[config.mk]
export PLATFORM = sky130hd
export DESIGN_NAME = timer_wheel_multiplexer
export DESIGN_NICKNAME = d
export VERILOG_FILES = /design/src/hdl/tw_pkg.sv /design/src/hdl/tw_ram.sv /design/src/hdl/timer_wheel_multiplexer.sv
export SDC_FILE = /design/constraint.sdc
export NUM_CORES = 2
export LEC_CHECK = 0
export BUFFER_PORTS_ARGS = -buffer_cell sky130_fd_sc_hd__clkbuf_2
export CAP_MARGIN = 20
export CORE_UTILIZATION = 40
export CTS_CLUSTER_SIZE = 25
export DETAILED_ROUTE_END_ITERATION = 16
export PLACE_DENSITY = 0.52
export SYNTH_ARGS = -nofsm -noshare
export SYNTH_HDL_FRONTEND = slang
export SYNTH_SLANG_ARGS = --single-unit
[constraint.sdc]
create_clock -name clk_i -period 13.2 [get_ports clk_i]
set_input_delay 1.32 -clock clk_i [delete_from_list [all_inputs] [get_ports clk_i]]
set_output_delay 1.32 -clock clk_i [all_outputs]
set_load 0.02 [all_outputs]
[src/hdl/tw_pkg.sv]
// ----------------------------------------------------------------------------
// tw_pkg
// shared types and constants of the timer wheel multiplexer
// ----------------------------------------------------------------------------
`default_nettype none

package tw_pkg;

  localparam int MaxTimers   = 16;
  localparam int IdxW        = $clog2(MaxTimers);
  localparam int WheelSpanMs = 1000;
  localparam int LowPrecDiv  = 4;
  localparam int ResMin      = 5;
  localparam int ResMax      = WheelSpanMs / LowPrecDiv;
  localparam int ResReset    = 20;
  localparam int NSlotsReset = WheelSpanMs / ResReset;

  localparam int TagW  = 16;
  localparam int PerW  = 16;
  localparam int TimeW = 32;
  localparam int ResW  = 8;
  localparam int SlotW = 8;
  localparam int FracW = 24;
  localparam int LostW = 16;
  localparam int FracSumW = FracW + 1;

  typedef enum logic [1:0] {
    MODE_ADD    = 2'd0,
    MODE_REMOVE = 2'd1,
    MODE_TICK   = 2'd2
  } mode_e;

  typedef enum logic [4:0] {
    S_IDLE,
    S_NDIV,
    S_RB_RD,
    S_RB_EV,
    S_CALC1,
    S_CALC2,
    S_WR,
    S_RM_RD,
    S_RM_EV,
    S_RM_END,
    S_TW_RD,
    S_TW_EV,
    S_TL_RD,
    S_TL_EV,
    S_TL_DIV,
    S_TL_WR,
    S_TEND
  } state_e;

  typedef struct packed {
    logic [TagW-1:0]  tag;
    logic [PerW-1:0]  period;
    logic             lp;
    logic [SlotW-1:0] slot;
    logic [SlotW-1:0] stride;
    logic [FracW-1:0] frac;
    logic [LostW-1:0] lost;
    logic [TimeW-1:0] last_fired;
    logic [TimeW-1:0] next_due;
  } entry_t;

  localparam int EntW = $bits(entry_t);

endpackage

`default_nettype wire

[src/hdl/tw_ram.sv]
// ----------------------------------------------------------------------------
// tw_ram
// generic single write port ram with registered read
// ----------------------------------------------------------------------------
`default_nettype none

module tw_ram #(
  parameter int Width = 8,
  parameter int Depth = 16
) (
  input  wire logic                     clk_i,
  input  wire logic                     we_i,
  input  wire logic [$clog2(Depth)-1:0] waddr_i,
  input  wire logic [Width-1:0]         wdata_i,
  input  wire logic [$clog2(Depth)-1:0] raddr_i,
  output logic      [Width-1:0]         rdata_o
);

  logic [Width-1:0] mem_q [Depth];

  always_ff @(posedge clk_i) begin
    if (we_i) begin
      mem_q[waddr_i] <= wdata_i;
    end
    rdata_o <= mem_q[raddr_i];
  end

endmodule

`default_nettype wire

[src/hdl/timer_wheel_multiplexer.sv]
// ----------------------------------------------------------------------------
// timer_wheel_multiplexer
// periodic timer table on a hashed timing wheel, driven by tick beats
// ----------------------------------------------------------------------------
// add: a low precision entry is written directly, a wheel entry goes through the
// serial divider; remove: a sweep over all 16 entries; tick: a wheel pass over
// every entry, then on a quarter turn a low precision pass with a divide per due
// timer (32-step divider); one item at a time, busy high while the sequencer runs
// resolution write: slot count divide, then a rebuild sweep that re-places every
// wheel timer; results cannot be stalled by the receiver
// reset: table empty, resolution 20 ms, 50 slots, current slot 0
`default_nettype none

module timer_wheel_multiplexer (
  input  wire logic                      clk_i,
  input  wire logic                      rst_ni,
  input  wire logic                      start,
  output logic                           busy,
  input  wire logic [1:0]                mode_i,
  input  wire logic [tw_pkg::TagW-1:0]   timer_tag_i,
  input  wire logic [tw_pkg::PerW-1:0]   period_ms_i,
  input  wire logic [tw_pkg::TimeW-1:0]  now_ms_i,
  input  wire logic                      cfg_we_i,
  input  wire logic [tw_pkg::ResW-1:0]   cfg_wdata_i,
  output logic                           result_strobe_o,
  output logic      [tw_pkg::TagW-1:0]   fired_tag_o,
  output logic      [tw_pkg::TimeW-1:0]  skipped_o,
  output logic      [tw_pkg::TimeW-1:0]  last_delay_o,
  output logic                           last_o
);

  // sequencer and table control
  tw_pkg::state_e                   state_q, state_d;
  logic [tw_pkg::IdxW-1:0]          idx_q, idx_d;
  logic [tw_pkg::MaxTimers-1:0]     valid_q, valid_d;
  logic [tw_pkg::ResW-1:0]          res_q, res_d;
  logic [tw_pkg::SlotW-1:0]         nsl_q, nsl_d;
  logic [tw_pkg::SlotW-1:0]         cur_q, cur_d;
  logic [tw_pkg::SlotW-1:0]         qc_q, qc_d;
  logic                             rb_q, rb_d;
  logic                             fw_q, fw_d, fl_q, fl_d;
  logic [tw_pkg::IdxW-1:0]          wi_q, wi_d, li_q, li_d;

  // working registers
  tw_pkg::entry_t                   ent_q, ent_d;
  logic [tw_pkg::TagW-1:0]          tag_q, tag_d;
  logic [tw_pkg::TimeW-1:0]         now_q, now_d;
  logic [tw_pkg::TimeW-1:0]         prod_q, prod_d;

  // serial divider, one quotient bit per cycle
  logic                             div_start;
  logic [tw_pkg::TimeW-1:0]         div_num;
  logic [tw_pkg::PerW-1:0]          div_den;
  logic                             div_busy_q;
  logic [4:0]                       div_cnt_q;
  logic [tw_pkg::PerW:0]            div_rem_q;
  logic [tw_pkg::TimeW-1:0]         div_quo_q;
  logic [tw_pkg::PerW-1:0]          div_den_q;
  logic [tw_pkg::PerW:0]            div_trial;

  // entry memory
  logic                             ram_we;
  tw_pkg::entry_t                   ram_wdata;
  logic [tw_pkg::EntW-1:0]          ram_rdata;
  tw_pkg::entry_t                   rd_ent;

  // result staging: one beat held back so the final one can carry last
  logic                             push, flush;
  logic [tw_pkg::TagW-1:0]          push_tag;
  logic [tw_pkg::TimeW-1:0]         push_skip, push_dly;
  logic                             pend_v_q;
  logic [tw_pkg::TagW-1:0]          pend_tag_q;
  logic [tw_pkg::TimeW-1:0]         pend_skip_q, pend_dly_q;
  logic                             strobe_q, olast_q;
  logic [tw_pkg::TagW-1:0]          otag_q;
  logic [tw_pkg::TimeW-1:0]         oskip_q, odly_q;

  // helpers
  logic [tw_pkg::ResW-1:0]          res_clamp;
  logic                             free_found;
  logic [tw_pkg::IdxW-1:0]          free_idx;
  logic [tw_pkg::PerW-1:0]          per_eff;
  logic                             idx_last;

  tw_ram #(
    .Width (tw_pkg::EntW),
    .Depth (tw_pkg::MaxTimers)
  ) u_ent_ram (
    .clk_i   (clk_i),
    .we_i    (ram_we),
    .waddr_i (idx_q),
    .wdata_i (ram_wdata),
    .raddr_i (idx_q),
    .rdata_o (ram_rdata)
  );

  assign rd_ent   = tw_pkg::entry_t'(ram_rdata);
  assign busy     = (state_q != tw_pkg::S_IDLE);
  assign idx_last = (idx_q == tw_pkg::IdxW'(tw_pkg::MaxTimers - 1));
  assign per_eff  = (period_ms_i == '0) ? tw_pkg::PerW'(1) : period_ms_i;

  // register clamp to the legal resolution range
  always_comb begin
    if (cfg_wdata_i < tw_pkg::ResW'(tw_pkg::ResMin)) begin
      res_clamp = tw_pkg::ResW'(tw_pkg::ResMin);
    end else if (cfg_wdata_i > tw_pkg::ResW'(tw_pkg::ResMax)) begin
      res_clamp = tw_pkg::ResW'(tw_pkg::ResMax);
    end else begin
      res_clamp = cfg_wdata_i;
    end
  end

  // lowest free table entry
  always_comb begin
    free_found = 1'b0;
    free_idx   = '0;
    for (int i = tw_pkg::MaxTimers - 1; i >= 0; i--) begin
      if (!valid_q[i]) begin
        free_found = 1'b1;
        free_idx   = tw_pkg::IdxW'(i);
      end
    end
  end

  // divider datapath
  assign div_trial = {div_rem_q[tw_pkg::PerW-1:0], div_quo_q[tw_pkg::TimeW-1]};

  always_ff @(posedge clk_i or negedge rst_ni) begin
    if (!rst_ni) begin
      div_busy_q <= 1'b0;
      div_cnt_q  <= '0;
    end else if (div_start) begin
      div_busy_q <= 1'b1;
      div_cnt_q  <= '0;
    end else if (div_busy_q) begin
      div_cnt_q <= div_cnt_q + 5'd1;
      if (&div_cnt_q) begin
        div_busy_q <= 1'b0;
      end
    end
  end

  always_ff @(posedge clk_i) begin
    if (div_start) begin
      div_rem_q <= '0;
      div_quo_q <= div_num;
      div_den_q <= div_den;
    end else if (div_busy_q) begin
      if (div_trial >= {1'b0, div_den_q}) begin
        div_rem_q <= div_trial - {1'b0, div_den_q};
        div_quo_q <= {div_quo_q[tw_pkg::TimeW-2:0], 1'b1};
      end else begin
        div_rem_q <= div_trial;
        div_quo_q <= {div_quo_q[tw_pkg::TimeW-2:0], 1'b0};
      end
    end
  end

  // control state registers
  always_ff @(posedge clk_i or negedge rst_ni) begin
    if (!rst_ni) begin
      state_q <= tw_pkg::S_IDLE;
      idx_q   <= '0;
      valid_q <= '0;
      res_q   <= tw_pkg::ResW'(tw_pkg::ResReset);
      nsl_q   <= tw_pkg::SlotW'(tw_pkg::NSlotsReset);
      cur_q   <= '0;
      qc_q    <= '0;
      rb_q    <= 1'b0;
      fw_q    <= 1'b0;
      fl_q    <= 1'b0;
    end else begin
      state_q <= state_d;
      idx_q   <= idx_d;
      valid_q <= valid_d;
      res_q   <= res_d;
      nsl_q   <= nsl_d;
      cur_q   <= cur_d;
      qc_q    <= qc_d;
      rb_q    <= rb_d;
      fw_q    <= fw_d;
      fl_q    <= fl_d;
    end
  end

  // payload registers
  always_ff @(posedge clk_i) begin
    ent_q  <= ent_d;
    tag_q  <= tag_d;
    now_q  <= now_d;
    prod_q <= prod_d;
    wi_q   <= wi_d;
    li_q   <= li_d;
  end

  // sequencer
  always_comb begin
    logic [tw_pkg::SlotW:0]          s9;
    logic [tw_pkg::SlotW-1:0]        base;
    logic [tw_pkg::TimeW-1:0]        dly;
    logic [tw_pkg::TimeW-1:0]        diff;
    logic [tw_pkg::FracSumW-1:0]     lsum;
    tw_pkg::entry_t                  e_w;

    state_d   = state_q;
    idx_d     = idx_q;
    valid_d   = valid_q;
    res_d     = res_q;
    nsl_d     = nsl_q;
    cur_d     = cur_q;
    qc_d      = qc_q;
    rb_d      = rb_q;
    fw_d      = fw_q;
    fl_d      = fl_q;
    wi_d      = wi_q;
    li_d      = li_q;
    ent_d     = ent_q;
    tag_d     = tag_q;
    now_d     = now_q;
    prod_d    = prod_q;
    ram_we    = 1'b0;
    ram_wdata = ent_q;
    div_start = 1'b0;
    div_num   = '0;
    div_den   = '0;
    push      = 1'b0;
    push_tag  = '0;
    push_skip = '0;
    push_dly  = '0;
    flush     = 1'b0;
    s9        = '0;
    base      = '0;
    dly       = '0;
    diff      = '0;
    lsum      = '0;
    e_w       = rd_ent;

    unique case (state_q)
      tw_pkg::S_IDLE: begin
        if (cfg_we_i) begin
          if (res_clamp != res_q) begin
            // new resolution: slot count, then re-place every wheel timer
            res_d     = res_clamp;
            cur_d     = '0;
            qc_d      = '0;
            div_start = 1'b1;
            div_num   = tw_pkg::TimeW'(tw_pkg::WheelSpanMs);
            div_den   = tw_pkg::PerW'(res_clamp);
            state_d   = tw_pkg::S_NDIV;
          end
        end else if (start) begin
          case (mode_i)
            tw_pkg::MODE_ADD: begin
              if (free_found) begin
                idx_d            = free_idx;
                rb_d             = 1'b0;
                ent_d            = '0;
                ent_d.tag        = timer_tag_i;
                ent_d.period     = per_eff;
                ent_d.lp         = (per_eff >= tw_pkg::PerW'(tw_pkg::WheelSpanMs));
                if (ent_d.lp) begin
                  ent_d.next_due = now_ms_i + tw_pkg::TimeW'(per_eff);
                  state_d        = tw_pkg::S_WR;
                end else begin
                  div_start      = 1'b1;
                  div_num        = tw_pkg::TimeW'(per_eff);
                  div_den        = tw_pkg::PerW'(res_q);
                  state_d        = tw_pkg::S_CALC1;
                end
              end
            end
            tw_pkg::MODE_REMOVE: begin
              tag_d   = timer_tag_i;
              idx_d   = '0;
              fw_d    = 1'b0;
              fl_d    = 1'b0;
              state_d = tw_pkg::S_RM_RD;
            end
            tw_pkg::MODE_TICK: begin
              now_d   = now_ms_i;
              idx_d   = '0;
              state_d = tw_pkg::S_TW_RD;
            end
            default: begin
            end
          endcase
        end
      end

      tw_pkg::S_NDIV: begin
        if (!div_busy_q) begin
          nsl_d   = div_quo_q[tw_pkg::SlotW-1:0];
          idx_d   = '0;
          rb_d    = 1'b1;
          state_d = tw_pkg::S_RB_RD;
        end
      end

      tw_pkg::S_RB_RD: begin
        state_d = tw_pkg::S_RB_EV;
      end

      tw_pkg::S_RB_EV: begin
        ent_d = rd_ent;
        if (valid_q[idx_q] && !rd_ent.lp) begin
          div_start = 1'b1;
          div_num   = tw_pkg::TimeW'(rd_ent.period);
          div_den   = tw_pkg::PerW'(res_q);
          state_d   = tw_pkg::S_CALC1;
        end else if (idx_last) begin
          state_d = tw_pkg::S_IDLE;
        end else begin
          idx_d   = idx_q + 1'b1;
          state_d = tw_pkg::S_RB_RD;
        end
      end

      // stride = period / res, slot = (base + stride) mod slots
      tw_pkg::S_CALC1: begin
        if (!div_busy_q) begin
          base         = rb_q ? '0 : cur_q;
          ent_d.stride = div_quo_q[tw_pkg::SlotW-1:0];
          s9           = {1'b0, base} + {1'b0, div_quo_q[tw_pkg::SlotW-1:0]};
          if (s9 >= {1'b0, nsl_q}) begin
            s9 = s9 - {1'b0, nsl_q};
          end
          ent_d.slot = s9[tw_pkg::SlotW-1:0];
          if (ent_q.period < tw_pkg::PerW'(res_q)) begin
            // per-tick fraction lost for periods below the resolution
            div_start = 1'b1;
            div_num   = {8'd0, res_q - ent_q.period[tw_pkg::ResW-1:0], 16'd0};
            div_den   = ent_q.period;
            state_d   = tw_pkg::S_CALC2;
          end else begin
            ent_d.frac = '0;
            state_d    = tw_pkg::S_WR;
          end
        end
      end

      tw_pkg::S_CALC2: begin
        if (!div_busy_q) begin
          ent_d.frac = div_quo_q[tw_pkg::FracW-1:0];
          state_d    = tw_pkg::S_WR;
        end
      end

      tw_pkg::S_WR: begin
        ram_we    = 1'b1;
        ram_wdata = ent_q;
        if (rb_q) begin
          if (idx_last) begin
            state_d = tw_pkg::S_IDLE;
          end else begin
            idx_d   = idx_q + 1'b1;
            state_d = tw_pkg::S_RB_RD;
          end
        end else begin
          valid_d[idx_q] = 1'b1;
          state_d        = tw_pkg::S_IDLE;
        end
      end

      tw_pkg::S_RM_RD: begin
        state_d = tw_pkg::S_RM_EV;
      end

      tw_pkg::S_RM_EV: begin
        if (valid_q[idx_q] && (rd_ent.tag == tag_q)) begin
          if (!rd_ent.lp && !fw_q) begin
            fw_d = 1'b1;
            wi_d = idx_q;
          end
          if (rd_ent.lp && !fl_q) begin
            fl_d = 1'b1;
            li_d = idx_q;
          end
        end
        if (idx_last) begin
          state_d = tw_pkg::S_RM_END;
        end else begin
          idx_d   = idx_q + 1'b1;
          state_d = tw_pkg::S_RM_RD;
        end
      end

      tw_pkg::S_RM_END: begin
        // wheel match wins over a low precision match
        if (fw_q) begin
          valid_d[wi_q] = 1'b0;
        end else if (fl_q) begin
          valid_d[li_q] = 1'b0;
        end
        state_d = tw_pkg::S_IDLE;
      end

      tw_pkg::S_TW_RD: begin
        state_d = tw_pkg::S_TW_EV;
      end

      tw_pkg::S_TW_EV: begin
        if (valid_q[idx_q] && !rd_ent.lp && (rd_ent.slot == cur_q)) begin
          dly = now_q - rd_ent.last_fired;
          if (dly[tw_pkg::TimeW-1]) begin
            dly = '0;
          end
          lsum = tw_pkg::FracSumW'(rd_ent.lost) + tw_pkg::FracSumW'(rd_ent.frac);
          s9   = {1'b0, cur_q} + {1'b0, rd_ent.stride};
          if (s9 >= {1'b0, nsl_q}) begin
            s9 = s9 - {1'b0, nsl_q};
          end
          if (s9[tw_pkg::SlotW-1:0] == cur_q) begin
            s9 = {1'b0, cur_q} + 1'b1;
            if (s9 == {1'b0, nsl_q}) begin
              s9 = '0;
            end
          end
          e_w.last_fired = now_q;
          e_w.lost       = lsum[tw_pkg::LostW-1:0];
          e_w.slot       = s9[tw_pkg::SlotW-1:0];
          ram_we         = 1'b1;
          ram_wdata      = e_w;
          push           = 1'b1;
          push_tag       = rd_ent.tag;
          push_skip      = tw_pkg::TimeW'(lsum[tw_pkg::FracSumW-1:tw_pkg::LostW]);
          push_dly       = dly;
        end
        if (idx_last) begin
          idx_d   = '0;
          state_d = (qc_q == '0) ? tw_pkg::S_TL_RD : tw_pkg::S_TEND;
        end else begin
          idx_d   = idx_q + 1'b1;
          state_d = tw_pkg::S_TW_RD;
        end
      end

      tw_pkg::S_TL_RD: begin
        state_d = tw_pkg::S_TL_EV;
      end

      tw_pkg::S_TL_EV: begin
        ent_d = rd_ent;
        diff  = now_q - rd_ent.next_due;
        if (valid_q[idx_q] && rd_ent.lp && (diff != '0) && !diff[tw_pkg::TimeW-1]) begin
          // whole periods missed
          div_start = 1'b1;
          div_num   = diff;
          div_den   = rd_ent.period;
          state_d   = tw_pkg::S_TL_DIV;
        end else if (idx_last) begin
          state_d = tw_pkg::S_TEND;
        end else begin
          idx_d   = idx_q + 1'b1;
          state_d = tw_pkg::S_TL_RD;
        end
      end

      tw_pkg::S_TL_DIV: begin
        if (!div_busy_q) begin
          prod_d  = tw_pkg::TimeW'({16'd0, ent_q.period}) * (div_quo_q + 32'd1);
          state_d = tw_pkg::S_TL_WR;
        end
      end

      tw_pkg::S_TL_WR: begin
        e_w            = ent_q;
        e_w.next_due   = ent_q.next_due + prod_q;
        e_w.last_fired = now_q;
        ram_we         = 1'b1;
        ram_wdata      = e_w;
        push           = 1'b1;
        push_tag       = ent_q.tag;
        push_skip      = div_quo_q;
        push_dly       = now_q - ent_q.last_fired;
        if (idx_last) begin
          state_d = tw_pkg::S_TEND;
        end else begin
          idx_d   = idx_q + 1'b1;
          state_d = tw_pkg::S_TL_RD;
        end
      end

      tw_pkg::S_TEND: begin
        flush = 1'b1;
        if ((cur_q + 1'b1) == nsl_q) begin
          cur_d = '0;
          qc_d  = '0;
        end else begin
          cur_d = cur_q + 1'b1;
          qc_d  = ((qc_q + 1'b1) == (nsl_q / tw_pkg::SlotW'(tw_pkg::LowPrecDiv))) ?
                  '0 : qc_q + 1'b1;
        end
        state_d = tw_pkg::S_IDLE;
      end

      default: begin
        state_d = tw_pkg::S_IDLE;
      end
    endcase
  end

  // result staging and output beat
  always_ff @(posedge clk_i or negedge rst_ni) begin
    if (!rst_ni) begin
      pend_v_q <= 1'b0;
      strobe_q <= 1'b0;
      olast_q  <= 1'b0;
    end else begin
      strobe_q <= 1'b0;
      olast_q  <= 1'b0;
      if (push) begin
        strobe_q <= pend_v_q;
        pend_v_q <= 1'b1;
      end else if (flush) begin
        strobe_q <= pend_v_q;
        olast_q  <= pend_v_q;
        pend_v_q <= 1'b0;
      end
    end
  end

  always_ff @(posedge clk_i) begin
    if (push || flush) begin
      otag_q  <= pend_tag_q;
      oskip_q <= pend_skip_q;
      odly_q  <= pend_dly_q;
    end
    if (push) begin
      pend_tag_q  <= push_tag;
      pend_skip_q <= push_skip;
      pend_dly_q  <= push_dly;
    end
  end

  assign result_strobe_o = strobe_q;
  assign fired_tag_o     = otag_q;
  assign skipped_o       = oskip_q;
  assign last_delay_o    = odly_q;
  assign last_o          = olast_q;

  // checks
  a_last_strobe : assert property (@(posedge clk_i) disable iff (!rst_ni)
    last_o |-> result_strobe_o)
    else $error("last without result strobe");

  a_strobe_busy : assert property (@(posedge clk_i) disable iff (!rst_ni)
    result_strobe_o |-> $past(state_q != tw_pkg::S_IDLE))
    else $error("result beat without a running item");

  a_tick_busy : assert property (@(posedge clk_i) disable iff (!rst_ni)
    (start && !busy && !cfg_we_i && (mode_i == tw_pkg::MODE_TICK)) |=> busy)
    else $error("tick accepted but sequencer idle");

  a_div_idle : assert property (@(posedge clk_i) disable iff (!rst_ni)
    (state_q == tw_pkg::S_IDLE) |-> !div_busy_q)
    else $error("divider running while idle");

endmodule

`default_nettype wire

==> results.cfg <==
[route]
drt_wl_total_mm = 424.3
wire_per_inst_um = 30.07
drcViolationCount = 0
vias = 80808
detail-route-antenna-nets = 0
viasPerCell = 5.727
dr.first_iter.drc_count = 8399
dr.pass1.iters = 6

[global_routing]
antenna_found_initial = 30
grt_pass1_vias = 82219
grt_max_degree = 135
busiest_layer = met2
use_met2 = 0.3766
use_met1 = 0.3287
grt_usage = 0.2354
grt_pass1_wl_mm = 604.7
grt-ovfl-total = 0
grt_util_met3 = 0.03264

[clock_tree]
cts.clk_slew.worst_paths_ps = 60
holdBufCountCts = 0
cts.sinks = 3135
cts_tree = done
root_buffer = clkbuf_16
cts_buffers = 342
worst_skew_pair.late_latency_ps = 950
clock_path_buffers = 4
htree_num_levels = 5
cts_resized = 0
post_cts_buffers = 0

[logic_synthesis]
synthCells = 8717
syn_area_sq_mm = 0.1420
synth_async_sr_flop_share = 0.02201
syn_avg_cell_area_sq_um = 16.29
ys_warn_count = 0
synth-edff-count = 2897
syn_nets = 9409
synthFlopType = edfxtp_1
ys_types = 100
ys_ff_latch = 3135
ys_seq_area_frac = 0.6488

[timing]
setup_viol = 0
final.setup.tns_ps = 0
min_period_over_period = 0.6285
slew_violations = 0
rsz0062_at_grt = false
max_slew_margin = 0.1951
fin_skew_ps = 69.69
finalHoldViolCount = 0
worstMarginPinSlew_ps = 1199
max_freq_mhz = 120.5
period_needed_ps = 8296

[setup_path]
arrival_ps = 8950
r2r-end = prod_q[28]
worst-path-buf-inv = 5
crit_top_cell = fa_1
cp_slowest_stage_delay_ps = 730
crit_type = reg2reg
reg2reg_depth = 27
crit_slowest_cell = edfxtp_1
r2r_slack_ps = 4900
reg2reg_from = div_quo_q[1]
cp.required_ps = 13850
path_max_fanout = 16
cp-start-kind = register
critPathCaptureType = register
crit_family = adder cells

[floorplanning]
die_w_um = 597.8
core-area_sq_mm = 0.3530
die_h_um = 597.8
rows = 218
ios = 161
initial_core_util = 0.4022
die-area_sq_mm = 0.3573

[final_layout]
area.growth.synth_to_final_pct = 13.36
layout-drive-gt1-share = 0.1935
fin_nets = 9771
fill_cells = 30564

[run]
max-cap-violations = 0

[placement]
place.port_buffers = 160
gp_congestion = 0.9102
dp_hpwl_mm = 263.3

[hold_path]
hold_class = in2async

[outcome]
status = completed
layout by cell type, fill, tap and decap left out, drive strengths merged, types with 78 or more instances in the layout:
master	synthesis	final
dfxtp	169	169
nor2	256	256
ha	298	298
a21oi	205	205
inv	568	582
o22ai	86	86
edfxtp	2897	2897
a21o	101	101
nand3	94	94
clkinv	1	126
nor3	78	78
buf	58	263
nand2	805	805
fa	316	316
clkbuf	350	608
mux4	770	770
xor2	126	126
and2	193	193
xnor2	207	207
o21ai	304	304
worst reg2reg max path: stages (launching register included):
cell and delay (ps):
edfxtp_1 730, ha_1 290, and2_1 220, nand4_1 350, nor2_1 240, xor2_1 170
buf_4 260, nand2_1 130, fa_1 530, fa_1 560, inv_1 60, fa_1 480
fa_1 510, fa_1 500, inv_1 50, fa_1 470, inv_1 40, ha_1 310
o21a_1 200, o21ai_0 220, inv_1 80, a211oi_1 300, a2111oi_0 170, o31ai_1 460
nor2b_1 260, o21ai_0 120, a21oi_1 190, xnor2_1 100
metal layers:
metal  share of wire  vias to the layer above
met1            0.42                    43167
met3           0.064                      603
met4           0.040                        8
met2            0.47                     2910
met5         0.00013                        -
li1                -                    34120
per-stage QoR:
step           cells  hold slack (ps)  setup WS, ps    util  cell area (sq um)
6_report       14109            169.1          4904  0.4560             160900
5_1_grt        14104            138.8          4341  0.4559             160900
4_1_cts        14082            99.46          4966  0.4555             160800
3_5_place_dp   13451            404.5          5061  0.4233             149400
3_3_place_gp   13448            403.4          5089  0.4233             149400
2_1_floorplan   8717            400.3          2695       -             142000
kinds of logic after synthesis:
logic type,after synthesis,share of synthesized area
xor+xnor,334,0.02075
flops,3135,0.6488
compound gates,1107,0.05128
mux,816,0.1255
fa+ha+maj,614,0.07082
simple gates,1734,0.05682
buf+inv,977,0.02602
registers in the layout (all words and copies together), names as in the netlist, 16 cells and up:
name               count
tag_q                 16
div_den_q             16
u_ent_ram.mem_q     2448
now_q                 32
skipped_o             32
div_quo_q             32
ent_q                153
u_ent_ram.rdata_o    153
valid_q               16
div_rem_q             16
pend_skip_q           32
prod_q                32
pend_dly_q            32
pend_tag_q            16
fired_tag_o           16
last_delay_o          32
worst max-delay path by stage:
stage | start | to | slack (ps) | depth (start not counted)
2_1_floorplan | mode_i[0] | ent_q[0] | 2690 | 5
3_3_place_gp | div_quo_q[1] | prod_q[31] | 5090 | 27
3_5_place_dp | div_quo_q[1] | prod_q[28] | 5060 | 27
4_1_cts | div_quo_q[1] | prod_q[28] | 4970 | 27
5_1_grt | div_quo_q[1] | prod_q[30] | 4340 | 27
6_report | div_quo_q[1] | prod_q[28] | 4900 | 27
layout make-up:
type                       count  area [sq um]  area share
clock inverter               186          1888     0.01173
multi-input combinational   4605         46360      0.2881
inverter                     569          2141     0.01330
clock buffer                 445          9469     0.05884
antenna                       13         32.53   0.0002021
timing repair buffer         426          2999     0.01864
tap                         4730          5918     0.03677
sequential                  3135         92130      0.5724
synthesized netlist by cell type, drive strengths merged (22+ instances only):
library cell | count | share of area
edfxtp | 2897 | 0.61
nand2 | 805 | 0.021
mux4 | 770 | 0.12
inv | 568 | 0.015
clkbuf | 350 | 0.0093
fa | 316 | 0.045
o21ai | 304 | 0.011
ha | 298 | 0.026
nor2 | 256 | 0.0068
xnor2 | 207 | 0.013
a21oi | 205 | 0.0073
and2 | 193 | 0.0085
dfxtp | 169 | 0.024
xor2 | 126 | 0.0078
a21o | 101 | 0.0054
nand3 | 94 | 0.0033
o22ai | 86 | 0.0038
nor3 | 78 | 0.0027
and3 | 64 | 0.0028
dfrtp | 64 | 0.011
nor2b | 61 | 0.0027
buf | 58 | 0.0017
a22o | 54 | 0.0033
nand2b | 50 | 0.0022
nand4 | 41 | 0.0018
a211oi | 38 | 0.0020
mux2i | 36 | 0.0025
o31ai | 34 | 0.0018
o21bai | 33 | 0.0017
o21a | 29 | 0.0015
a31oi | 25 | 0.0011
o211ai | 22 | 0.0012
Power is left out: the tool's default activity adds up to more than one toggle a clock period on the data nets, which glitch-free logic cannot reach.
